<file path="config.mk">
export PLATFORM = sky130hd
export DESIGN_NAME = pulse_frequency_duty_meter
export DESIGN_NICKNAME = d
export VERILOG_FILES = /design/src/sv/pfdm_pkg.sv /design/src/sv/pulse_frequency_duty_meter.sv
export SDC_FILE = /design/constraint.sdc
export NUM_CORES = 1
export LEC_CHECK = 0
export BUFFER_PORTS_ARGS = -buffer_cell sky130_fd_sc_hd__buf_2
export CAP_MARGIN = 20
export CORE_ASPECT_RATIO = 1.5
export CORE_UTILIZATION = 55
export CTS_CLUSTER_DIAMETER = 200
export CTS_CLUSTER_SIZE = 24
export DETAILED_ROUTE_END_ITERATION = 8
export GPL_ROUTABILITY_DRIVEN = 0
export PLACE_DENSITY = 0.78
export SKIP_CTS_REPAIR_TIMING = 1
export SYNTH_ARGS = -nofsm -noshare
export SYNTH_HDL_FRONTEND = slang
export SYNTH_SLANG_ARGS = --single-unit
export TNS_END_PERCENT = 1
</file>
<file path="constraint.sdc">
create_clock -name clk -period 6.4 [get_ports clk]
set_input_delay 0.32 -clock clk [delete_from_list [all_inputs] [get_ports clk]]
set_output_delay 0.32 -clock clk [all_outputs]
set_load 0.1 [all_outputs]
</file>
<file path="src/sv/pfdm_pkg.sv">
// ----------------------------------------------------------------------------
// pfdm_pkg: shared types and constants for the pulse frequency / duty meter
// Widths, tick-rate reset value, divider step counts, phase codes and state type.
// ----------------------------------------------------------------------------
package pfdm_pkg;

  localparam int unsigned TimerW   = 16;  // capture timer width
  localparam int unsigned TpsW     = 24;  // tick-rate register width
  localparam int unsigned DutyW    = 7;   // duty quotient width
  localparam int unsigned CntW     = 5;   // divider step counter width

  localparam logic [TpsW-1:0]  TpsReset   = 24'd1000000;
  localparam logic [CntW-1:0]  DutySteps  = 5'd7;   // quotient < 100 fits 7 bits
  localparam logic [CntW-1:0]  FreqSteps  = 5'd24;  // full tick-rate width

  localparam logic [1:0] PhFall   = 2'd1;   // waiting for falling edge
  localparam logic [1:0] PhRise2  = 2'd2;   // waiting for second rising edge
  localparam logic [1:0] PhRise1  = 2'd0;   // waiting for first rising edge

  typedef enum logic [4:0] {
    ST_IDLE = 5'b00001,
    ST_LOAD = 5'b00010,
    ST_DUTY = 5'b00100,
    ST_FREQ = 5'b01000,
    ST_DONE = 5'b10000
  } state_t;

endpackage

</file>
<file path="src/sv/pulse_frequency_duty_meter.sv">
// ----------------------------------------------------------------------------
// pulse_frequency_duty_meter: input-capture frequency and duty-cycle meter
// Takes timer captures of rising, falling, rising edges and reports high time,
// period, duty percent and frequency, or an out-of-range flag.
// ----------------------------------------------------------------------------
// The first two captures of a measurement are stored in the idle state. The
// third capture starts a computation before the result is offered: the load
// state forms high*100, then a shared restoring divider retires one quotient
// bit per cycle, 7 steps for the duty percent and 24 steps for tick_rate/period,
// and the done state moves the result into the output register once it is free.
// A capture sequence that is not strictly increasing skips the divider and goes
// straight to the done state; it is reported with out_out_of_range set and all
// other fields zero. Timer wrap is not corrected. While a result waits in the
// output register the block still takes the next pulse's captures and runs the
// divider; input stalls whenever the sequencer is not idle, including while a
// finished measurement waits for that register to free up.
// ticks_per_second resets to 1000000 and is written through cfg_we/cfg_wdata.
module pulse_frequency_duty_meter (
  input  logic        clk,
  input  logic        rst_n,
  input  logic        cfg_we,
  input  logic [23:0] cfg_wdata,
  input  logic        in_valid,
  output logic        in_ready,
  input  logic [15:0] in_capture_time,
  output logic        out_valid,
  input  logic        out_ready,
  output logic [15:0] out_high_ticks,
  output logic [15:0] out_period_ticks,
  output logic [6:0]  out_duty_percent,
  output logic [15:0] out_frequency_hz,
  output logic        out_out_of_range
);

  pfdm_pkg::state_t state_r, state_nxt;
  logic [1:0]  phase_r, phase_nxt;
  logic [23:0] tps_r, tps_nxt;
  logic [15:0] rise_r, rise_nxt;
  logic [15:0] fall_r, fall_nxt;
  logic [15:0] high_r, high_nxt;
  logic [15:0] period_r, period_nxt;
  logic        err_r, err_nxt;
  logic [15:0] rem_r, rem_nxt;
  logic [23:0] num_r, num_nxt;
  logic [23:0] quo_r, quo_nxt;
  logic [4:0]  cnt_r, cnt_nxt;
  logic [6:0]  duty_r, duty_nxt;
  logic        out_valid_r, out_valid_nxt;
  logic [15:0] out_high_r, out_high_nxt;
  logic [15:0] out_period_r, out_period_nxt;
  logic [6:0]  out_duty_r, out_duty_nxt;
  logic [15:0] out_freq_r, out_freq_nxt;
  logic        out_err_r, out_err_nxt;

  logic        in_fire;
  logic        slot_free;
  logic [16:0] trial;
  logic [16:0] diff;
  logic        ge;
  logic [22:0] mul100;

  assign in_fire   = in_valid && in_ready;
  assign slot_free = !out_valid_r || out_ready;
  assign in_ready  = (state_r == pfdm_pkg::ST_IDLE);

  // one restoring division step
  assign trial  = {rem_r, num_r[23]};
  assign diff   = trial - {1'b0, period_r};
  assign ge     = (trial >= {1'b0, period_r});
  // high*100 = high*64 + high*32 + high*4
  assign mul100 = {1'b0, high_r, 6'b0} + {2'b0, high_r, 5'b0} + {5'b0, high_r, 2'b0};

  always_comb begin
    state_nxt      = state_r;
    phase_nxt      = phase_r;
    tps_nxt        = tps_r;
    rise_nxt       = rise_r;
    fall_nxt       = fall_r;
    high_nxt       = high_r;
    period_nxt     = period_r;
    err_nxt        = err_r;
    rem_nxt        = rem_r;
    num_nxt        = num_r;
    quo_nxt        = quo_r;
    cnt_nxt        = cnt_r;
    duty_nxt       = duty_r;
    out_valid_nxt  = out_valid_r;
    out_high_nxt   = out_high_r;
    out_period_nxt = out_period_r;
    out_duty_nxt   = out_duty_r;
    out_freq_nxt   = out_freq_r;
    out_err_nxt    = out_err_r;

    if (cfg_we) begin
      tps_nxt = cfg_wdata;
    end
    if (out_valid_r && out_ready) begin
      out_valid_nxt = 1'b0;
    end

    case (state_r)
      pfdm_pkg::ST_IDLE: begin
        if (in_fire) begin
          if (phase_r == pfdm_pkg::PhFall) begin
            fall_nxt  = in_capture_time;
            phase_nxt = pfdm_pkg::PhRise2;
          end else if (phase_r == pfdm_pkg::PhRise2) begin
            phase_nxt  = pfdm_pkg::PhRise1;
            high_nxt   = fall_r - rise_r;
            period_nxt = in_capture_time - rise_r;
            if (rise_r < fall_r && fall_r < in_capture_time) begin
              err_nxt   = 1'b0;
              state_nxt = pfdm_pkg::ST_LOAD;
            end else begin
              err_nxt   = 1'b1;
              state_nxt = pfdm_pkg::ST_DONE;
            end
          end else begin
            // unused phase code behaves as first rising edge
            rise_nxt  = in_capture_time;
            phase_nxt = pfdm_pkg::PhFall;
          end
        end
      end
      pfdm_pkg::ST_LOAD: begin
        // high < period, so the top 16 bits of high*100 are below period
        rem_nxt   = mul100[22:7];
        num_nxt   = {mul100[6:0], 17'b0};
        quo_nxt   = '0;
        cnt_nxt   = pfdm_pkg::DutySteps;
        state_nxt = pfdm_pkg::ST_DUTY;
      end
      pfdm_pkg::ST_DUTY: begin
        rem_nxt = ge ? diff[15:0] : trial[15:0];
        num_nxt = {num_r[22:0], 1'b0};
        quo_nxt = {quo_r[22:0], ge};
        cnt_nxt = cnt_r - 5'd1;
        if (cnt_r == 5'd1) begin
          duty_nxt  = {quo_r[5:0], ge};
          rem_nxt   = '0;
          num_nxt   = tps_r;
          quo_nxt   = '0;
          cnt_nxt   = pfdm_pkg::FreqSteps;
          state_nxt = pfdm_pkg::ST_FREQ;
        end
      end
      pfdm_pkg::ST_FREQ: begin
        rem_nxt = ge ? diff[15:0] : trial[15:0];
        num_nxt = {num_r[22:0], 1'b0};
        quo_nxt = {quo_r[22:0], ge};
        cnt_nxt = cnt_r - 5'd1;
        if (cnt_r == 5'd1) begin
          state_nxt = pfdm_pkg::ST_DONE;
        end
      end
      pfdm_pkg::ST_DONE: begin
        if (slot_free) begin
          out_valid_nxt = 1'b1;
          out_err_nxt   = err_r;
          if (err_r) begin
            out_high_nxt   = '0;
            out_period_nxt = '0;
            out_duty_nxt   = '0;
            out_freq_nxt   = '0;
          end else begin
            out_high_nxt   = high_r;
            out_period_nxt = period_r;
            out_duty_nxt   = duty_r;
            out_freq_nxt   = (|quo_r[23:16]) ? 16'hFFFF : quo_r[15:0];
          end
          state_nxt = pfdm_pkg::ST_IDLE;
        end
      end
      default: begin
        state_nxt = pfdm_pkg::ST_IDLE;
      end
    endcase
  end

  always_ff @(posedge clk) begin
    if (!rst_n) begin
      state_r     <= pfdm_pkg::ST_IDLE;
      phase_r     <= pfdm_pkg::PhRise1;
      tps_r       <= pfdm_pkg::TpsReset;
      rise_r      <= '0;
      fall_r      <= '0;
      out_valid_r <= 1'b0;
    end else begin
      state_r     <= state_nxt;
      phase_r     <= phase_nxt;
      tps_r       <= tps_nxt;
      rise_r      <= rise_nxt;
      fall_r      <= fall_nxt;
      out_valid_r <= out_valid_nxt;
    end
  end

  always_ff @(posedge clk) begin
    high_r       <= high_nxt;
    period_r     <= period_nxt;
    err_r        <= err_nxt;
    rem_r        <= rem_nxt;
    num_r        <= num_nxt;
    quo_r        <= quo_nxt;
    cnt_r        <= cnt_nxt;
    duty_r       <= duty_nxt;
    out_high_r   <= out_high_nxt;
    out_period_r <= out_period_nxt;
    out_duty_r   <= out_duty_nxt;
    out_freq_r   <= out_freq_nxt;
    out_err_r    <= out_err_nxt;
  end

  assign out_valid        = out_valid_r;
  assign out_high_ticks   = out_high_r;
  assign out_period_ticks = out_period_r;
  assign out_duty_percent = out_duty_r;
  assign out_frequency_hz = out_freq_r;
  assign out_out_of_range = out_err_r;

  // ---------------------------------------------------------------------------
  // Assertions
  // ---------------------------------------------------------------------------
  a_state_onehot: assert property (@(posedge clk) disable iff (!rst_n)
    $onehot(state_r))
    else $error("sequencer state not one-hot");

  a_third_edge_starts: assert property (@(posedge clk) disable iff (!rst_n)
    (in_fire && phase_r == pfdm_pkg::PhRise2) |=>
      (state_r == pfdm_pkg::ST_LOAD || state_r == pfdm_pkg::ST_DONE))
    else $error("third edge did not start a measurement");

  a_good_result: assert property (@(posedge clk) disable iff (!rst_n)
    (out_valid_r && !out_err_r) |->
      (out_duty_r <= 7'd100 && out_high_r < out_period_r))
    else $error("valid measurement with inconsistent fields");

  a_err_zero: assert property (@(posedge clk) disable iff (!rst_n)
    (out_valid_r && out_err_r) |->
      (out_high_r == '0 && out_period_r == '0 && out_duty_r == '0 && out_freq_r == '0))
    else $error("out-of-range result with nonzero fields");

endmodule
</file>
After elaboration in Yosys (flattened, before gate mapping)

Index checks and enable logic that the tools add are counted.

Register bits: 229
Bits in latches: 0
RAM bits: 0
Memory bits (read-only): 0
Input bits: 45
Output and inout port bits: 58
Logic and storage cells: 82
Memories kept: 0

$add $sub $neg: 6
Multipliers: 0
Divide/modulo/power cells: 0
Order comparisons: 3
Eq/ne operators: 14
Shift-type cells: 0
Mux-type cells: 24
Bitwise operators: 2
Reduce and logical (&&, ||, !) cells: 14

Operators with widths:

| cell                                              | number |
|---|---|
| one-hot mux 24 bit (3 select lines)               | 2 |
| 2-to-1 mux 16 bit                                 | 3 |
| 2-to-1 mux 24 bit                                 | 2 |
| one-hot mux 16 bit (3 select lines)               | 1 |
| subtractor 16 bit                                 | 3 |
| 2-to-1 mux 5 bit                                  | 8 |
| less-than comparator 16 bit                       | 2 |
| one-hot mux 5 bit (5 select lines)                | 1 |
| adder 22 x 21 -> 23 bit                           | 1 |
| adder 23 x 18 -> 23 bit                           | 1 |
| >= comparator 17 x 16 -> 1 bit                    | 1 |
| one-hot mux 5 bit (3 select lines)                | 1 |
| == test 5 x 1 -> 1 bit (second input constant)    | 2 |
| inequality test 2 bit (second input constant)     | 4 |
| AND reduction 4 bit                               | 2 |
| OR reduction 8 bit                                | 1 |
| AND reduction 2 bit                               | 3 |
| AND reduction 6 bit                               | 1 |
| == test 5 x 2 -> 1 bit (second input constant)    | 1 |
| == test 5 x 3 -> 1 bit (second input constant)    | 1 |
| == test 5 x 4 -> 1 bit (second input constant)    | 1 |
| == test 5 bit (second input constant)             | 1 |
| 2-to-1 mux 1 bit                                  | 5 |
| subtractor 5 x 1 -> 5 bit (second input constant) | 1 |
| other kinds (10)                                  | 14 |

Logic depth before layout (Yosys ltp)

Gate-level depths: netlist (run 1).

Word-level depth: 7
Gate-level depth with buffers: 12
Mapped depth without buffers: 12

Worst setup path before layout (run 1)

Ideal clock, no wire load.

Path type: register to register
Start point: reg state_r[3]
End point: reg cnt_r[0], enable pin
Library setup time: 0.581 ns
Arrival time: 5.442 ns
Required time: 5.819 ns
Path slack: 0.377 ns
Cell stages (with the launch flop): 5
Path buffers: 0
Period minus slack after synthesis: 6.023 ns
Cells stage by stage: dfxtp_1 > nand2b_1 > nand2_1 > o21ai_0 > nor3_1

Longest elaborated chain between the ends: 2
Elaborated cells between the ends (all ways): 4
Those cells by class: 3 x eq/ne; 1 x reduce/logical

Ends and longest elaborated chain:

| item                                                 | line                              | RTL |
|---|---|---|
| start, declared                                      | pulse_frequency_duty_meter.sv:35  | `pfdm_pkg::state_t state_r, state_nxt;` |
| start signal, assigned                               | pulse_frequency_duty_meter.sv:182 | `state_r <= pfdm_pkg::ST_IDLE;` |
| start signal, assigned                               | pulse_frequency_duty_meter.sv:189 | `state_r <= state_nxt;` |
| == test 5 x 4 -> 1 bit, or another cell as far along | pulse_frequency_duty_meter.sv:101 | `case (state_r)` |
| nonzero test 3 bit (no source line) *                | --                                |  |
| end signal, assigned                                 | pulse_frequency_duty_meter.sv:205 | `cnt_r <= cnt_nxt;` |
| end, declared                                        | pulse_frequency_duty_meter.sv:46  | `logic [4:0] cnt_r, cnt_nxt;` |

Every way passes the cells marked *; elsewhere a longest branch is shown, timed or not.
A chain may end at the register's enable or synchronous reset.

Worst setup path after layout (run 1)

Start point: reg high_r[0]
End point: reg rem_r[13] (data pin)

Longest elaborated chain between the ends: 3

Ends and longest elaborated chain:

| item                                  | line                              | RTL |
|---|---|---|
| start, declared                       | pulse_frequency_duty_meter.sv:40  | `logic [15:0] high_r, high_nxt;` |
| start signal, assigned                | pulse_frequency_duty_meter.sv:199 | `high_r <= high_nxt;` |
| adder 22 x 21 -> 23 bit               | pulse_frequency_duty_meter.sv:71  | `assign mul100 = {1'b0, high_r, 6'b0} + {2'b0, high_r, 5'b0} + {5'b0, high_r, 2'b0};` |
| adder 23 x 18 -> 23 bit *             | pulse_frequency_duty_meter.sv:71  |  |
| one-hot mux 16 bit (3 select lines) * | pulse_frequency_duty_meter.sv:101 |  |
| named net rem_nxt[13]                 | pulse_frequency_duty_meter.sv:43  | `logic [15:0] rem_r, rem_nxt;` |
| end signal, assigned                  | pulse_frequency_duty_meter.sv:202 | `rem_r <= rem_nxt;` |
| end, declared                         | pulse_frequency_duty_meter.sv:43  |  |

Mark *: on every way through the listed nets, which the timed path passes. The rest lies on a longest branch.

==> impl_results.md, run 1 <==
- Synthesized area per cell: 10.70 um^2
- Cell Area, Synth: 12410 um^2
- Setup TNS: 0 ns
- DP Worst Slack: 3.061 ns
- Sequential area share after synthesis: 50.27%
- Synthesis warning total: 0
- Initial Util: 56.69%
- CP max stage delay: 0.56 ns
- Gr ovfl total: 0
- Fillers: 1755
- Initial antenna violation count: 0
- VDD IR max: 232.8 uV
- Internal reg-to-reg setup slack: 3.13 ns
- Path depth of the worst reg2reg path: 12
- Clock Path Buffers: 3
- Core Rows: 66
- Setup slack after layout: 3.135 ns
- Crit path max fanout: 4
- Global-route usage over all layers: 21.47%
- Core area: 21880 um^2
- CP cell instances: fa_1 -> ha_1 -> inv_1 -> fa_1 -> nor2b_1 -> o31a_1 -> o21bai_1 -> a21oi_1 -> nor2_1 -> a21oi_1 -> xnor2_1 -> o22ai_1
- Die H: 185.9 um
- Final period util: 51.02%
- Max Slew Vio Count: 0
- PnR Total Power: 2946 uW
- Worst-path clk slew: 0.10 ns
- Io pins: 103
- Worst Path Arrival: 3.47 ns
- Hold-critical path endpoint: tps_r[9]
- Met1 wire length: 10360 um
- Routed Wire Length: 25280 um
- Cells after Synth: 1159
- Hold Path Origin: cfg_wdata[9]
- Outcome: finished, final reports clean
- CP max stage cell: fa_1
- Worst slew pin tran: 0.9969 ns
- CTS tree: yes
- Num CTS Buffers: 13
- Die area: 23170 um^2
- Final setup vio count: 0
- Max layer used: met4
- Final Skew: 0.02385 ns
- WP buf/inv: 1
- Die Span X: 124.6 um
- Clock Sinks: 229
- Detail Placement HPWL: 18390 um
- Fmax: 0.3062 GHz
- Nets: 1393
- Pwr/cell area: 217.0 nW/um^2
- FF-to-FF End: rem_r[13]
- Path type of the worst min-delay path: in2reg
- CP Capture Type: flop
- Post-synth EDFFs: 165
- # DRC: 0
- Met3 WL: 832 um
- Routed len/inst: 16.59 um
- Main flop type after synthesis: edfxtp_1
- DRT iter0 DRCs: 574
- # Max-Cap Violations: 0
- Final hold viol count: 0
- # diodes: 0
- Fraction of registers with async set/reset: 0%
- Area Overhead vs Synth: 9.450%
- Worst r2r src: high_r[0]
- Slew margin rel.: 33.54%
- Met2 Routed Length: 13250 um
- Vias in the first global route: 8306
- Crit start category: flop
- Critical path class: reg2reg
- Layout cell share with drive strength beyond 1: 11.50%
- Minimum clock period: 3.265 ns
- Post-DRT Antenna Nets: 0
- Initial DRT Pass Iterations: 5
- Register bit count reported by yosys: 229
- Pin count of the biggest net entering global routing: 70
- Synth cell types: 64
- Worst skew pair latency: 0.49 ns
- Leakage: 0.005505 uW
- Syn_nets: 1306
- IO buf count: 102
- Via-to-Cell Ratio: 5.648
- Hold Crit Depth: 3
- Root Driver: clkbuf_16
- CP Data Required Time: 6.61 ns
- RSZ-0062 raised after global routing: false
- Via count: 8608
- First-pass GRT wire length: 40160 um
- Top delay family on crit path: adder cells
- H-tree Lvls: 1
## placed cells by master (no fill, tap or decap), drive strengths merged, types with 4 or more instances in the layout
cell type	n
o22ai	12
o41ai	4
xnor2	39
clkbuf	19
o21a	10
mux2i	39
nor2	101
ha	86
a21boi	35
o211ai	5
nor2b	57
buf	112
o21bai	6
edfxtp	165
nor3	32
and3	36
nand3	25
nand2b	9
o21ai	34
nand2	104
or3	8
nand4	6
o31ai	6
dfxtp	64
a211oi	7
fa	16
a21o	7
inv	92
xor2	11
nor4	4
a222oi	5
a21oi	41
a22o	18
## worst min-delay path, cell delays in order
cell     delay [ns]
buf_2          0.07
mux2i_1        0.05
nand2_1        0.06
## kinds of logic (layout without fill, tap and decap cells)
group / Yosys count / in the layout / share of synthesized area, %
compound gates: 209 / 209 / 11.87
simple gates: 399 / 399 / 15.78
flops: 229 / 229 / 50.27
xor+xnor: 50 / 50 / 3.530
fa+ha+maj: 102 / 102 / 11.26
buf+inv: 131 / 224 / 4.145
mux: 39 / 39 / 3.147
## state kept, by name (all words and copies together), names as in the netlist, 2 cells and up
| name | flops |
|---|---|
| num_r | 24 |
| quo_r | 24 |
| tps_r | 24 |
| fall_r | 16 |
| high_r | 16 |
| out_frequency_hz | 16 |
| out_high_ticks | 16 |
| out_period_ticks | 16 |
| period_r | 16 |
| rem_r | 16 |
| rise_r | 16 |
| duty_r | 7 |
| out_duty_percent | 7 |
| cnt_r | 5 |
| state_r | 5 |
| phase_r | 2 |
## Yosys cell counts, types with 5 or more instances
master	count	area, um^2
nand3_1	25	125.1
or3_1	8	50.05
xnor2_1	39	341.6
mux2i_1	39	390.4
edfxtp_1	165	4955
xor2_1	11	96.34
a21boi_0	34	255.2
nand4_1	6	37.54
nor2b_1	57	356.6
a222oi_1	5	50.05
o21ai_0	30	150.1
nor3_1	30	150.1
dfxtp_1	64	1281
and3_1	36	225.2
o22ai_1	12	75.07
a22o_1	18	157.7
nor2_1	101	379.1
a21oi_1	40	200.2
buf_2	6	30.03
o21a_1	10	75.07
o21bai_1	6	45.04
clkbuf_1	32	120.1
a21o_1	7	52.55
fa_1	16	320.3
ha_1	86	1076
nand2b_1	9	56.30
inv_1	91	341.6
a211oi_1	7	52.55
nand2_1	103	386.6
## through the flow
step           std cells  utilization (%)  area, um^2  hold slack, ns
2_1_floorplan       1159                -       12410          0.4244
3_3_place_gp        1501            60.15       13160          0.4536
3_5_place_dp        1501            60.15       13160          0.4595
4_1_cts             1522            61.85       13540         0.02670
5_1_grt             1524            62.05       13580         0.05950
6_report            1524            62.05       13580         0.03931
## worst max path at each step
stage	endpoint	slack [ns]	start	cells past startpoint
3_3_place_gp	rem_r[3]	3.16	rem_r[0]	9
5_1_grt	rem_r[13]	3.02	high_r[0]	12
4_1_cts	rem_r[3]	3.05	rem_r[0]	9
6_report	rem_r[13]	3.13	high_r[0]	12
3_5_place_dp	rem_r[3]	3.06	rem_r[0]	9
2_1_floorplan	cnt_r[0]	0.38	state_r[3]	4
## power by group
part	internal, uW	switching [uW]
Sequential	1620	18.7
Clock	389	481
Combinational	190	244
Total	2200	744
## routing by layer
metal	vias to the layer above	track usage [%]
met5	-	0
met4	0	8.241
met3	50	1.868
met2	186	40.86
met1	4070	24.82
li1	4302	-
## cell type report
type | count | area (um^2) | area share (%)
Clock buffer | 19 | 347.8 | 2.562
Inverter | 91 | 341.6 | 2.516
Clock inverter | 2 | 25.02 | 0.1843
Sequential cell | 229 | 6236 | 45.93
Tap cell | 272 | 340.3 | 2.506
Multi-Input combinational cell | 799 | 5674 | 41.79
Timing Repair Buffer | 112 | 613.1 | 4.515
(Power assumes the default switching activity.)
==> run 2: changes to the inputs <==
--- a/config.mk
+++ b/config.mk
@@ -8,12 +8,12 @@
 export BUFFER_PORTS_ARGS = -buffer_cell sky130_fd_sc_hd__buf_2
 export CAP_MARGIN = 20
 export CORE_ASPECT_RATIO = 1.5
-export CORE_UTILIZATION = 55
+export CORE_UTILIZATION = 61
 export CTS_CLUSTER_DIAMETER = 200
 export CTS_CLUSTER_SIZE = 24
 export DETAILED_ROUTE_END_ITERATION = 8
 export GPL_ROUTABILITY_DRIVEN = 0
-export PLACE_DENSITY = 0.78
+export PLACE_DENSITY = 0.82
 export SKIP_CTS_REPAIR_TIMING = 1
 export SYNTH_ARGS = -nofsm -noshare
 export SYNTH_HDL_FRONTEND = slang
==> constraint.sdc (replaced) <==
create_clock -name clk -period 3.3 [get_ports clk]
set_input_delay 0.165 -clock clk [delete_from_list [all_inputs] [get_ports clk]]
set_output_delay 0.165 -clock clk [all_outputs]
set_load 0.1 [all_outputs]
==> run 2 against run 1 <==
  * The run now ends with hold timing left
  * First-iteration DRC count decreased by 12%
  * Critical path depth decreased by 1
  * Register-to-register slack got worse by 3.0 ns
  * Critical endpoint is now rem_r[15]
  * Via count increased by 3.8%
  * Total power increased by 95%
  * Critical path type unchanged
  * Fmax increased by 4.6%
  * Combinational power increased by 100%
  * Die area decreased by 9.7%
  * Sequential power increased by 95%
  * Worst hold slack got worse by 0.094 ns
  * Cell count increased by 2.1%
  * Setup slack got worse by 3.0 ns
==> impl_results.md, run 2 (synthesis results as in run 1) <==
- First-pass GRT wire length: 41750 um
- Hold_ws: -0.05437 ns
- # diodes: 0
- Final setup vio count: 0
- # DRC: 0
- Die H: 176.7 um
- Non-Filler Instances: 1556
- Biggest registers after layout: num_r (24), quo_r (24), tps_r (24)
- Io pins: 103
- Net Sw Power: 1431 uW
- Final period util: 94.62%
- Root Driver: clkbuf_16
- CTS tree: yes
- Routed len/inst: 16.98 um
- CP Data Required Time: 3.53 ns
- Minimum clock period: 3.123 ns
- Detail Placement HPWL: 19150 um
- Core Rows: 63
- Pin count of the biggest net entering global routing: 70
- Worst skew pair latency: 0.49 ns
- Flop pwr share: 55.6%
- Num CTS Buffers: 13
- Routed Wire Length: 26410 um
- Core area: 19860 um^2
- Clock share of power: 29.0%
- Initial DRT Pass Iterations: 5
- H-tree Lvls: 1
- Crit start category: flop
- Pwr/cell area: 409.1 nW/um^2
- Inst Count DP: 1495
- DP Worst Slack: 0.1606 ns
- Post-DRT Antenna Nets: 0
- Final hold viol count: 5
- Worst Path Arrival: 3.35 ns
- Gr ovfl total: 0
- Setup slack after layout: 0.1774 ns
- Violated checks: hold timing
- Critical path class: reg2reg
- Layout cell share with drive strength beyond 1: 11.96%
- Leakage: 0.005697 uW
- CP Capture Type: flop
- Setup TNS: 0 ns
- Fmax: 0.3202 GHz
- # Max-Cap Violations: 0
- Outcome: complete, but fails checks
- Via count: 8934
- Clock Sinks: 229
- Die Span X: 118.4 um
- Via-to-Cell Ratio: 5.742
- DRT iter0 DRCs: 504
- Switching share of power: 24.97%
- IO buf count: 102
- Most frequent cells in the layout: edfxtp_1, nand2_1, buf_2
- Die area: 20920 um^2
- Power Internal: 4302 uW
- Worst-path clk slew: 0.10 ns
- Vias in the first global route: 8845
- Path type of the worst min-delay path: in2reg
- RSZ-0062 raised after global routing: false
- Commonest non-fill, non-tap cell in the layout: edfxtp_1
- Final Skew: 0.02281 ns
- Crit path max fanout: 4
- Slew margin rel.: 34.98%
- Clock Path Buffers: 3
- Area Overhead vs Synth: 12.96%
- Initial antenna violation count: 0
- Max Slew Vio Count: 0
- VDD IR max: 465.5 uV
- Worst slew pin tran: 0.9754 ns
- Combinational power share: 15.5%
- Global-route usage over all layers: 24.83%
- Nets: 1437
- Initial Util: 62.45%
- PnR Total Power: 5733 uW
[run 2: cell types whose count changed in the layout (fill, tap and decap cells not counted), moves of 2 or more]
cell / delta
dlygate4sd3_1: +36
buf_12: +3
a21oi_1: -2
buf_4: +7
a21oi_2: +2
[run 2: power groups by stage]
stage / logic, uW / registers [uW] / clock network, uW
3_3_place_gp: 803 / 3250 / 0
4_1_cts: 838 / 3190 / 1690
5_1_grt: 985 / 3190 / 1810
2_1_floorplan: 643 / 3240 / 0
6_report: 886 / 3190 / 1660
3_5_place_dp: 831 / 3250 / 0
[run 2: layout make-up]
| type | count | area (um^2) |
|---|---|---|
| clock inverter | 2 | 25.02 |
| tap | 260 | 325.3 |
| clock buffer | 19 | 347.8 |
| fill | 1475 | 5851 |
| sequential | 229 | 6236 |
| inverter | 91 | 341.6 |
| timing repair buffer | 156 | 1044 |
| multi-input combinational | 799 | 5694 |
[run 2: worst paths after layout]
check	startpoint	endpoint	slack, ns	depth (start not counted)
max	high_r[4]	rem_r[15]	0.18	11
min	cfg_wdata[12]	tps_r[12]	-0.05	3
max reg2reg	high_r[4]	rem_r[15]	0.18	11
min reg2reg	rise_r[13]	rise_r[13]	0.47	2
[run 2: routing by layer]
metal,routed length (um),vias up,track usage [%],share of wire (%)
li1,-,4393,-,-
met1,10180,4216,27.09,39
met2,14010,251,47.82,53
met3,1097,74,3.222,4.2
met4,1120,0,10.65,4.2
met5,0,-,0,0
[run 2: stage by stage]
step | hold WS [ns] | util [%] | area [um^2]
6_report | -0.05437 | 70.55 | 14010
5_1_grt | -0.001188 | 70.55 | 14010
4_1_cts | -0.1115 | 68.51 | 13610
3_5_place_dp | 0.3944 | 66.64 | 13240
3_3_place_gp | 0.3895 | 66.64 | 13240
2_1_floorplan | 0.2935 | - | 12420
[run 2: critical path, stage by stage (launching register included)]
cell	delay [ns]
edfxtp_1	0.47
buf_4	0.18
fa_1	0.43
ha_1	0.33
o21a_1	0.25
o211ai_1	0.29
o21bai_1	0.21
a21oi_2	0.10
nor2_1	0.14
a21oi_2	0.09
a221oi_1	0.25
nand4b_1	0.13
==> run 3: changes to the inputs <==
--- a/config.mk
+++ b/config.mk
@@ -13,6 +13,7 @@
 export CTS_CLUSTER_SIZE = 24
 export DETAILED_ROUTE_END_ITERATION = 8
 export GPL_ROUTABILITY_DRIVEN = 0
+export GPL_TIMING_DRIVEN = 0
 export PLACE_DENSITY = 0.82
 export SKIP_CTS_REPAIR_TIMING = 1
 export SYNTH_ARGS = -nofsm -noshare
==> run 3 against run 2 <==
  * The flow still finishes with violations (hold timing)
  * Count of clock-buffer cells in the layout up 1
  * Via count up 2.6%
  * Register-to-register slack got worse by 0.03 ns
  * Sequential share of layout area fell by 0.64 points
  * First-iteration DRC count is 17% higher
  * Core utilization rose by 1.0 points
  * Sequential power hardly changed
  * Worst hold slack improved by 0.019 ns
  * Die area unchanged
  * Setup slack lost 0.034 ns
  * Routed wire length rose by 4.1%
  * Highest routed layer unchanged
==> impl_results.md, run 3 (synthesis results as in run 1) <==
- Setup slack after layout: 0.1437 ns
- H-tree Lvls: 1
- Placement-stage cell area: 13410 um^2
- Global-route usage over all layers: 25.22%
- DP Worst Slack: 0.02383 ns
- Layout cell share with drive strength beyond 1: 11.97%
- Routed len/inst: 17.31 um
- Initial DRT Pass Iterations: 5
- Crit path max fanout: 4
- Via-to-Cell Ratio: 5.774
- Vias in the first global route: 8747
- Die Span X: 118.4 um
- Post-DRT Antenna Nets: 0
- Die H: 176.7 um
- Initial Util: 62.45%
- Core area: 19860 um^2
- Final setup vio count: 0
- Final core occ: 71.57%
- Critical path class: reg2reg
- Gr ovfl total: 0
- Minimum clock period: 3.156 ns
- Fmax: 0.3168 GHz
- Clock Sinks: 229
- Worst skew pair latency: 0.49 ns
- Setup TNS: 0 ns
- Final hold viol count: 6
- Biggest registers after layout: num_r (24), quo_r (24), tps_r (24)
- Violated checks: hold timing
- Hold Path Origin: cfg_wdata[3]
- Worst slew pin tran: 0.7446 ns
- Initial antenna violation count: 0
- Crit start category: flop
- Pin count of the biggest net entering global routing: 37
- Max Slew Vio Count: 0
- # Max-Cap Violations: 0
- Routed Wire Length: 27490 um
- Leakage: 0.005744 uW
- # DRC: 0
- Via count: 9169
- Final Instance Area: 14220 um^2
- Worst Path Arrival: 3.39 ns
- First-pass GRT wire length: 41830 um
- Outcome: complete, but fails checks
- Final Skew: 0.02293 ns
- CTS tree: yes
- DRT iter0 DRCs: 589
- Nets: 1468
- Io pins: 103
- Worst r2r src: high_r[0]
- Die area: 20920 um^2
- Commonest non-fill, non-tap cell in the layout: edfxtp_1
- CP Capture Type: flop
- Root Driver: clkbuf_16
- Area Overhead vs Synth: 14.60%
- Path type of the worst min-delay path: in2reg
- Hold_ws: -0.03548 ns
- CP Data Required Time: 3.53 ns
- Most frequent cells in the layout: edfxtp_1, buf_2, nand2_1
- Critical path launch point: high_r[0]
- Detail Placement HPWL: 20440 um
- VDD IR max: 499.6 uV
- Num CTS Buffers: 13
- Worst-path clk slew: 0.11 ns
- # diodes: 0
- IO buf count: 100
- Core Rows: 63
- Clock Path Buffers: 3
- Final period util: 95.65%
- Pwr/cell area: 406.1 nW/um^2
- Slew margin rel.: 50.36%
-- run 3: cell count changes in the layout (fill, tap and decap cells not counted), moves of 2 or more --
| cell | before | now |
|---|---|---|
| buf_16 | 0 | 5 |
| clkbuf_1 | 6 | 39 |
| buf_4 | 15 | 6 |
| buf_6 | 0 | 2 |
| buf_2 | 102 | 106 |
| buf_12 | 3 | 1 |
-- run 3: layout make-up --
| cell class | instances | area (um^2) |
|---|---|---|
| flip-flops and latches | 229 | 6236 |
| multi-input cells | 799 | 5712 |
| fillers | 1417 | 5647 |
| repair buffers | 147 | 1054 |
| clock buffers | 20 | 351.6 |
| inverters | 91 | 341.6 |
| well taps | 260 | 325.3 |
| plain buffers | 40 | 172.7 |
| clock inverters | 2 | 25.02 |
-- run 3: worst max-delay path, stage by stage (launching register included) --
cell and delay, ns:
edfxtp_1 0.46, fa_1 0.57, ha_1 0.17, inv_1 0.07, fa_1 0.42, nor2b_2 0.16, o31a_1 0.26, o21bai_4 0.11
a21oi_2 0.20, nor2_2 0.06, a21oi_2 0.19, xnor2_1 0.14, o22ai_1 0.09
-- run 3: final timing paths --
path,end,slack [ns],cells after the start
setup / recovery,rem_r[13],0.14,12
hold / removal,tps_r[3],-0.04,3
setup reg to reg,rem_r[13],0.14,12
hold reg to reg,rise_r[5],0.47,2
-- run 3: where the power goes --
part,switching [uW],internal (uW)
registers,38.3,3150
clock network,929,759
logic,492,408
total,1460,4310
-- run 3: metrics by stage --
step	instances	power [uW]	hold WS, ns
floorplan	1159	3882	0.2935
global placement	1519	4063	0.3967
detailed placement	1525	4091	0.4038
CTS	1547	5736	-0.1004
global route	1588	5988	0.004758
finish	1588	5773	-0.03548
-- run 3: metal layers --
layer / track usage [%] / wire (um)
met5: 0 / 0
met4: 13.50 / 1363
met3: 2.416 / 1086
met2: 47.82 / 14820
met1: 27.66 / 10220
